==> src/hw/rtl/bcs_pkg.sv <==
`default_nettype none
package bcs_pkg;

  typedef struct packed {
    logic               op;
    logic signed [31:0] value;
    logic               last;
  } in_t;

  typedef struct packed {
    logic signed [31:0] result_value;
    logic               result_last;
  } out_t;

  typedef enum logic [2:0] {
    S_IDLE,
    S_SORT_I,
    S_SORT_KEY,
    S_SORT_CMP,
    S_SORT_PUT,
    S_SCAN,
    S_DEC,
    S_EMIT
  } state_t;

  localparam logic CFG_BLOCK_LEN = 1'b0;
  localparam logic CFG_KEEP_LOW  = 1'b1;

  localparam logic OP_LOCAL = 1'b0;

endpackage
`default_nettype wire

==> src/hw/rtl/bcs_ram.sv <==
`default_nettype none
module bcs_ram #(
  parameter int WIDTH = 32,
  parameter int DEPTH = 64
) (
  input  wire logic                     clk,
  input  wire logic                     we,
  input  wire logic [$clog2(DEPTH)-1:0] waddr,
  input  wire logic [WIDTH-1:0]         wdata,
  input  wire logic [$clog2(DEPTH)-1:0] raddr,
  output logic      [WIDTH-1:0]         rdata
);

  logic [WIDTH-1:0] mem [DEPTH];

  always_ff @(posedge clk) begin
    if (we) begin
      mem[waddr] <= wdata;
    end
    rdata <= mem[raddr];
  end

endmodule
`default_nettype wire

==> src/hw/rtl/block_compare_split.sv <==
`default_nettype none
// Compare-split step of an odd-even transposition sort. Words load the local
// and neighbour blocks at one per cycle while idle; the word marked last starts
// the work and raises busy. The local block is then insertion-sorted in its
// memory (one compare per cycle while an entry shifts down), after which each
// exchange round scans both memories side by side and swaps one pair, repeated
// until no pair qualifies. Finally the n local words are emitted, one per
// cycle, each on result for a single cycle marked by result_valid; the
// receiver cannot hold them off. Configuration writes are always taken.
module block_compare_split #(
  parameter int BLOCK_MAX = 64
) (
  input  wire logic          clk,
  input  wire logic          rst,
  input  wire logic          start,
  output logic               busy,
  input  wire bcs_pkg::in_t  item,
  input  wire logic          cfg_valid,
  output logic               cfg_ready,
  input  wire logic          cfg_index,
  input  wire logic [6:0]    cfg_data,
  output bcs_pkg::out_t      result,
  output logic               result_valid
);
  import bcs_pkg::*;

  localparam int AW = $clog2(BLOCK_MAX);
  localparam int CW = $clog2(BLOCK_MAX + 1);

  state_t state, state_next;

  logic [6:0]    block_len;
  logic          keep_low;
  logic [CW-1:0] n;
  logic [CW-1:0] local_count, neighbour_count;
  logic [CW-1:0] i, j, k, pidx;
  logic          pend;
  logic [31:0]   key;
  logic [31:0]   lbest, nbest;
  logic [AW-1:0] li, ni;

  logic          l_we, n_we;
  logic [AW-1:0] l_waddr, n_waddr, l_raddr, n_raddr;
  logic [31:0]   l_wdata, n_wdata, l_rdata, n_rdata;

  logic accept, do_swap, scan_issue, scan_end;
  logic l_better, n_better;

  assign cfg_ready = 1'b1;
  assign busy      = (state != S_IDLE);
  assign accept    = start && !busy;

  always_comb begin
    if (block_len == 7'd0) begin
      n = CW'(1);
    end else if (32'(block_len) > BLOCK_MAX) begin
      n = CW'(BLOCK_MAX);
    end else begin
      n = CW'(block_len);
    end
  end

  // In keep-low mode the local side hunts its maximum and the neighbour its
  // minimum; the roles flip otherwise. Strict compares keep the lowest index.
  assign l_better = keep_low ? ($signed(lbest) < $signed(l_rdata))
                             : ($signed(l_rdata) < $signed(lbest));
  assign n_better = keep_low ? ($signed(n_rdata) < $signed(nbest))
                             : ($signed(nbest) < $signed(n_rdata));
  assign do_swap  = keep_low ? ($signed(nbest) < $signed(lbest))
                             : ($signed(lbest) < $signed(nbest));
  assign scan_issue = (k < n);
  assign scan_end   = !scan_issue && pend;

  bcs_ram #(.WIDTH(32), .DEPTH(BLOCK_MAX)) u_local (
    .clk(clk), .we(l_we), .waddr(l_waddr), .wdata(l_wdata),
    .raddr(l_raddr), .rdata(l_rdata)
  );

  bcs_ram #(.WIDTH(32), .DEPTH(BLOCK_MAX)) u_neigh (
    .clk(clk), .we(n_we), .waddr(n_waddr), .wdata(n_wdata),
    .raddr(n_raddr), .rdata(n_rdata)
  );

  always_comb begin
    state_next = state;
    l_we    = 1'b0;
    n_we    = 1'b0;
    l_waddr = local_count[AW-1:0];
    n_waddr = neighbour_count[AW-1:0];
    l_wdata = item.value;
    n_wdata = item.value;
    l_raddr = k[AW-1:0];
    n_raddr = k[AW-1:0];
    case (state)
      S_IDLE: begin
        if (accept) begin
          if (item.op == OP_LOCAL) begin
            l_we = (local_count < n);
          end else begin
            n_we = (neighbour_count < n);
          end
          if (item.last) begin
            state_next = S_SORT_I;
          end
        end
      end
      S_SORT_I: begin
        l_raddr = i[AW-1:0];
        state_next = (i < n) ? S_SORT_KEY : S_SCAN;
      end
      S_SORT_KEY: begin
        l_raddr = AW'(j - CW'(1));
        state_next = S_SORT_CMP;
      end
      S_SORT_CMP: begin
        l_we    = 1'b1;
        l_waddr = j[AW-1:0];
        if ($signed(key) < $signed(l_rdata)) begin
          l_wdata = l_rdata;
          l_raddr = AW'(j - CW'(2));
          if (j == CW'(1)) begin
            state_next = S_SORT_PUT;
          end
        end else begin
          l_wdata    = key;
          state_next = S_SORT_I;
        end
      end
      S_SORT_PUT: begin
        l_we       = 1'b1;
        l_waddr    = '0;
        l_wdata    = key;
        state_next = S_SORT_I;
      end
      S_SCAN: begin
        if (scan_end) begin
          state_next = S_DEC;
        end
      end
      S_DEC: begin
        if (do_swap) begin
          l_we       = 1'b1;
          l_waddr    = li;
          l_wdata    = nbest;
          n_we       = 1'b1;
          n_waddr    = ni;
          n_wdata    = lbest;
          state_next = S_SCAN;
        end else begin
          state_next = S_EMIT;
        end
      end
      S_EMIT: begin
        if (scan_end) begin
          state_next = S_IDLE;
        end
      end
      default: state_next = S_IDLE;
    endcase
  end

  always_ff @(posedge clk) begin
    if (rst) begin
      state           <= S_IDLE;
      block_len       <= 7'd64;
      keep_low        <= 1'b1;
      local_count     <= '0;
      neighbour_count <= '0;
      result_valid    <= 1'b0;
      pend            <= 1'b0;
    end else begin
      state        <= state_next;
      result_valid <= 1'b0;
      if (cfg_valid && cfg_ready) begin
        if (cfg_index == CFG_BLOCK_LEN) begin
          block_len <= cfg_data;
        end else if (cfg_index == CFG_KEEP_LOW) begin
          keep_low <= cfg_data[0];
        end
      end
      if (l_we && state == S_IDLE) begin
        local_count <= local_count + CW'(1);
      end
      if (n_we && state == S_IDLE) begin
        neighbour_count <= neighbour_count + CW'(1);
      end
      if (state == S_SCAN || state == S_EMIT) begin
        pend <= scan_issue;
      end else begin
        pend <= 1'b0;
      end
      if (state == S_EMIT && pend) begin
        result_valid <= 1'b1;
      end
      if (state == S_EMIT && scan_end) begin
        local_count     <= '0;
        neighbour_count <= '0;
      end
    end
  end

  always_ff @(posedge clk) begin
    case (state)
      S_IDLE: begin
        i <= CW'(1);
        k <= '0;
      end
      S_SORT_I: begin
        j <= i;
        k <= '0;
      end
      S_SORT_KEY: begin
        key <= l_rdata;
      end
      S_SORT_CMP: begin
        if ($signed(key) < $signed(l_rdata) && j != CW'(1)) begin
          j <= j - CW'(1);
        end else if (!($signed(key) < $signed(l_rdata))) begin
          i <= i + CW'(1);
        end
      end
      S_SORT_PUT: begin
        i <= i + CW'(1);
      end
      S_SCAN: begin
        if (scan_issue) begin
          k <= k + CW'(1);
        end
        pidx <= k;
        if (pend) begin
          if (pidx == '0 || l_better) begin
            lbest <= l_rdata;
            li    <= pidx[AW-1:0];
          end
          if (pidx == '0 || n_better) begin
            nbest <= n_rdata;
            ni    <= pidx[AW-1:0];
          end
        end
      end
      S_DEC: begin
        k <= '0;
      end
      S_EMIT: begin
        if (scan_issue) begin
          k <= k + CW'(1);
        end
        pidx <= k;
        result.result_value <= l_rdata;
        result.result_last  <= (pidx == n - CW'(1));
      end
      default: begin
        k <= '0;
      end
    endcase
  end

endmodule
`default_nettype wire
==> config.mk <==
export PLATFORM = sky130hd
export DESIGN_NAME = block_compare_split
export DESIGN_NICKNAME = d
export VERILOG_FILES = /design/src/hw/rtl/bcs_pkg.sv /design/src/hw/rtl/bcs_ram.sv /design/src/hw/rtl/block_compare_split.sv
export SDC_FILE = /design/constraint.sdc
export NUM_CORES = 2
export LEC_CHECK = 0
export BUFFER_PORTS_ARGS = -buffer_cell sky130_fd_sc_hd__buf_2
export CAP_MARGIN = 20
export CORE_AREA = 5 5 790 635
export CTS_BUF_LIST = sky130_fd_sc_hd__clkbuf_4
export CTS_CLUSTER_SIZE = 14
export DETAILED_ROUTE_END_ITERATION = 12
export DIE_AREA = 0 0 795 640
export GPL_ROUTABILITY_DRIVEN = 0
export PLACE_DENSITY = 0.58
export RECOVER_POWER = 100
export REMOVE_ABC_BUFFERS = 1
export SETUP_SLACK_MARGIN = 0.1
export SLEW_MARGIN = 5
export SYNTH_ARGS = -nofsm -noshare
export SYNTH_HDL_FRONTEND = slang
export SYNTH_SLANG_ARGS = --single-unit
==> constraint.sdc <==
create_clock -name clk -period 18.05 [get_ports clk]
set_input_delay 0.9025 -clock clk [delete_from_list [all_inputs] [get_ports clk]]
set_output_delay 0.9025 -clock clk [all_outputs]
set_load 0.03 [all_outputs]
==> out/metrics.csv <==
metric,value,unit
final hold viol count,0,
"Req. time, crit path",19510,ps
Clock Latency Late Sink,1790,ps
top-count cell post-synth,edfxtp_1,
Chip Height,640,um
ratio of cells with drive above 1 in the final layout,0.225,
via count,101000,
Post-synth EDFFs,4265,
largest net degree at the start of global routing,155,
CP max stage cell,clkbuf_1,
Slew Limit Fails,9200,
violated checks,"max-capacitance violations, max-slew violations",
critical path arrival,14040,ps
core area,0.493,mm2
TritonRoute pass-1 iters,9,
hold path cells,3,
Synth top cells by count,"4,265 x edfxtp_1, 1,945 x nand2_1, 735 x mux4_2, 547 x nand3_1, 353 x clkbuf_1",
"Buf+Inv Stages, Crit Path",4,
clock buffer depth,5,
Cell Pwr Density,168,mW/mm2
Max Fanout on Critical Path,154,
outcome,"complete, but fails checks",
Hold EP,result_valid,
Async SR Flop Fraction,0,
Routed Wire Length,513,mm
Synth area leader,edfxtp_1,
post-CTS sizing,0,
RR Endpoint,u_local.rdata[26],
Initial DRC Count,13200,
vias in the first global route,99700,
Slew @ Worst Pin,4280,ps
Row Count,231,
slowest cell delay on critical path,2260,ps
share of the synthesized area in the top cell type,0.745,
# clock sinks,4356,
#FFs+latches synth,4356,
CTS tree,built,
Clock Skew,223,ps
hpwl dp,281,mm
crit-path leading delay family,buffers and inverters,
register area share after synthesis,0.756,
CTS Hold Bufs,63,
# DRC,0,
top post-synthesis cells by area,"edfxtp_1 75%, mux4_2 9.6%, nand2_1 4.2%, nand3_1 1.6%, ha_1 1.2%",
worst reg-to-reg path cell count,16,
gr usage total,0.198,
initial core utilization,0.348,
reg2reg start,u_local.rdata[29],
LEAKAGE,63.3,nW
clk root buf,clkbuf_4,
synth warn,0,
post-synthesis cell type count,83,
"Top FF cell, synth",edfxtp_1,
R2R Setup Slk,5470,ps
IO Pins,82,
Worst Hold Launch,rst,
RSZ-0062 raised after global routing,false,
number of routed nets with antenna violations,0,
total global routing overflow,0,
total CTS buffers,1140,
Mapped Cells,10100,
H-tree levels,7,
Mean Syn Cell Area,17.0,um2
die width,795,um
VDD IR max,0.264,mV
Routed WL per cell,28.0,um
endpoint type of the worst setup path,flip-flop,
via/cell ratio,5.52,
total negative slack,0,ps
Pwr Total,32.6,mW
full die area,0.509,mm2
Clock transition at path regs,70,ps
Worst Hold Class,in2reg,
max_slew headroom,-1.86,
max-cap viol count,216,
Synth-to-Final Area Change,12.9,%
# nets final,11300,
first-pass GRT wire length,723,mm
Setup CP Type,reg2reg,
post-CTS setup buffer count,0,
port buffer count,80,
Fmax,79.5,MHz
Worst Setup Start Kind,flip-flop,
CP cell instances,"inv_1, ha_1, nand4_1, nor4_1, a211o_1, nor3_1, nor3_1, o2111a_4, buf_12, clkbuf_1, clkbuf_1, nand2_1, nand3_1, a21oi_1, or4_1, a2111oi_0",
initial antenna violation count,66,
Synth Cell Area,0.172,mm2
period utilization,0.697,
Final setup viols,0,
fin crit period,12580,ps
layer usage:
layer	vias up	wire length (um)	GRT usage
li1	42200	-	-
met1	52100	205000	0.266
met2	5904	236000	0.305
met3	1027	51900	0.0484
met4	6	21000	0.0896
met5	-	27	0
per-stage QoR:
step / instances / area, um2 / util / hold WS (ps) / worst slack, ps
after floorplan: 9534 / 169000 / - / 408 / -20820
after global placement: 16400 / 182000 / 0.369 / 420 / 10050
after detailed placement: 16400 / 182000 / 0.369 / 428 / 10390
after CTS: 18300 / 196000 / 0.397 / 6.84 / 10240
after global routing: 18300 / 194000 / 0.393 / 183 / 4890
final: 18400 / 194000 / 0.393 / 307 / 5470
final cells by class:
type / count / area, um2
inverters: 148 / 556
repair buffers: 459 / 2700
multi-input cells: 5030 / 39600
diodes: 34 / 85.1
flip-flops and latches: 4356 / 130000
fillers: 45200 / 299000
clock buffers: 1585 / 11900
clock inverters: 223 / 1120
well taps: 6524 / 8160
where the power goes:
part | leakage [nW] | total [mW] | internal (mW) | switching (mW)
combinational | 16.3 | 12.5 | 4.01 | 8.52
sequential | 39.1 | 12.1 | 11.8 | 0.224
clock | 7.84 | 8.07 | 4.15 | 3.91
kinds of logic (layout without fill, tap and decap cells):
group | count (synthesis) | after routing | share of synthesized area
buffers and inverters | 746 | 2415 | 0.0178
other | 1 | 35 | 0.0000218
adders and majority gates | 160 | 160 | 0.0117
xor gates and xnor gates | 37 | 37 | 0.00189
AOI/OAI and AO/OA | 920 | 920 | 0.0347
and+or+nand+nor | 3150 | 3150 | 0.0801
DFF | 4356 | 4356 | 0.756
muxes | 762 | 762 | 0.0980
state kept, by name (all words and copies together) (netlist names), 6 cells and up:
| signal | count |
|---|---|
| u_local.rdata | 32 |
| key | 32 |
| u_neigh.mem | 2048 |
| nbest | 32 |
| ni | 6 |
| u_local.mem | 2048 |
| k | 7 |
| local_count | 7 |
| result | 33 |
| i | 7 |
| pidx | 7 |
| j | 7 |
| li | 6 |
| lbest | 32 |
| block_len | 7 |
| neighbour_count | 7 |
| u_neigh.rdata | 32 |
worst max path at each step:
stage / startpoint / to / slack (ps) / depth (start not counted)
6_report: u_local.rdata[29] / u_local.rdata[26] / 5470 / 16
4_1_cts: u_local.rdata[9] / u_local.rdata[23] / 10240 / 17
5_1_grt: u_local.rdata[29] / u_local.rdata[26] / 4890 / 16
3_5_place_dp: u_local.rdata[9] / u_local.rdata[23] / 10390 / 17
3_3_place_gp: u_local.rdata[9] / u_local.rdata[6] / 10050 / 17
2_1_floorplan: k[0] / u_local.rdata[0] / -20820 / 7
worst register-to-register path, delay by kind of cell, from the launching register on:
| kind | cells | cell delay [ps] |
|---|---|---|
| buffers and inverters | 4 | 5170 |
| AOI/OAI and AO/OA | 4 | 3060 |
| and+or+nand+nor | 7 | 2900 |
| DFF | 1 | 840 |
| adders and majority gates | 1 | 330 |
layout by cell type, fill, tap and decap left out, drive strengths merged, types with 16 or more instances in the layout:
master       synthesis  routed
edfxtp            4265    4265
nand2             1946    1946
clkbuf             353    1840
mux4               735     735
nand3              548     548
a21oi              287     287
a31oi              229     229
clkinv               0     196
and3               195     195
inv                148     164
ha                 160     160
nor2               160     160
buf                245     140
o21ai               98      98
o22ai               95      95
dfxtp               91      91
nor3                84      84
dlygate4sd3          0      63
or3                 46      46
a2111oi             36      36
nor4                35      35
diode                0      34
a21o                34      34
or4                 34      34
o221ai              32      32
nand4               28      28
a222oi              25      25
nand2b              23      23
xnor2               22      22
mux2i               18      18
nor2b               16      16
No activity file was read; power rests on OpenSTA's default activity.
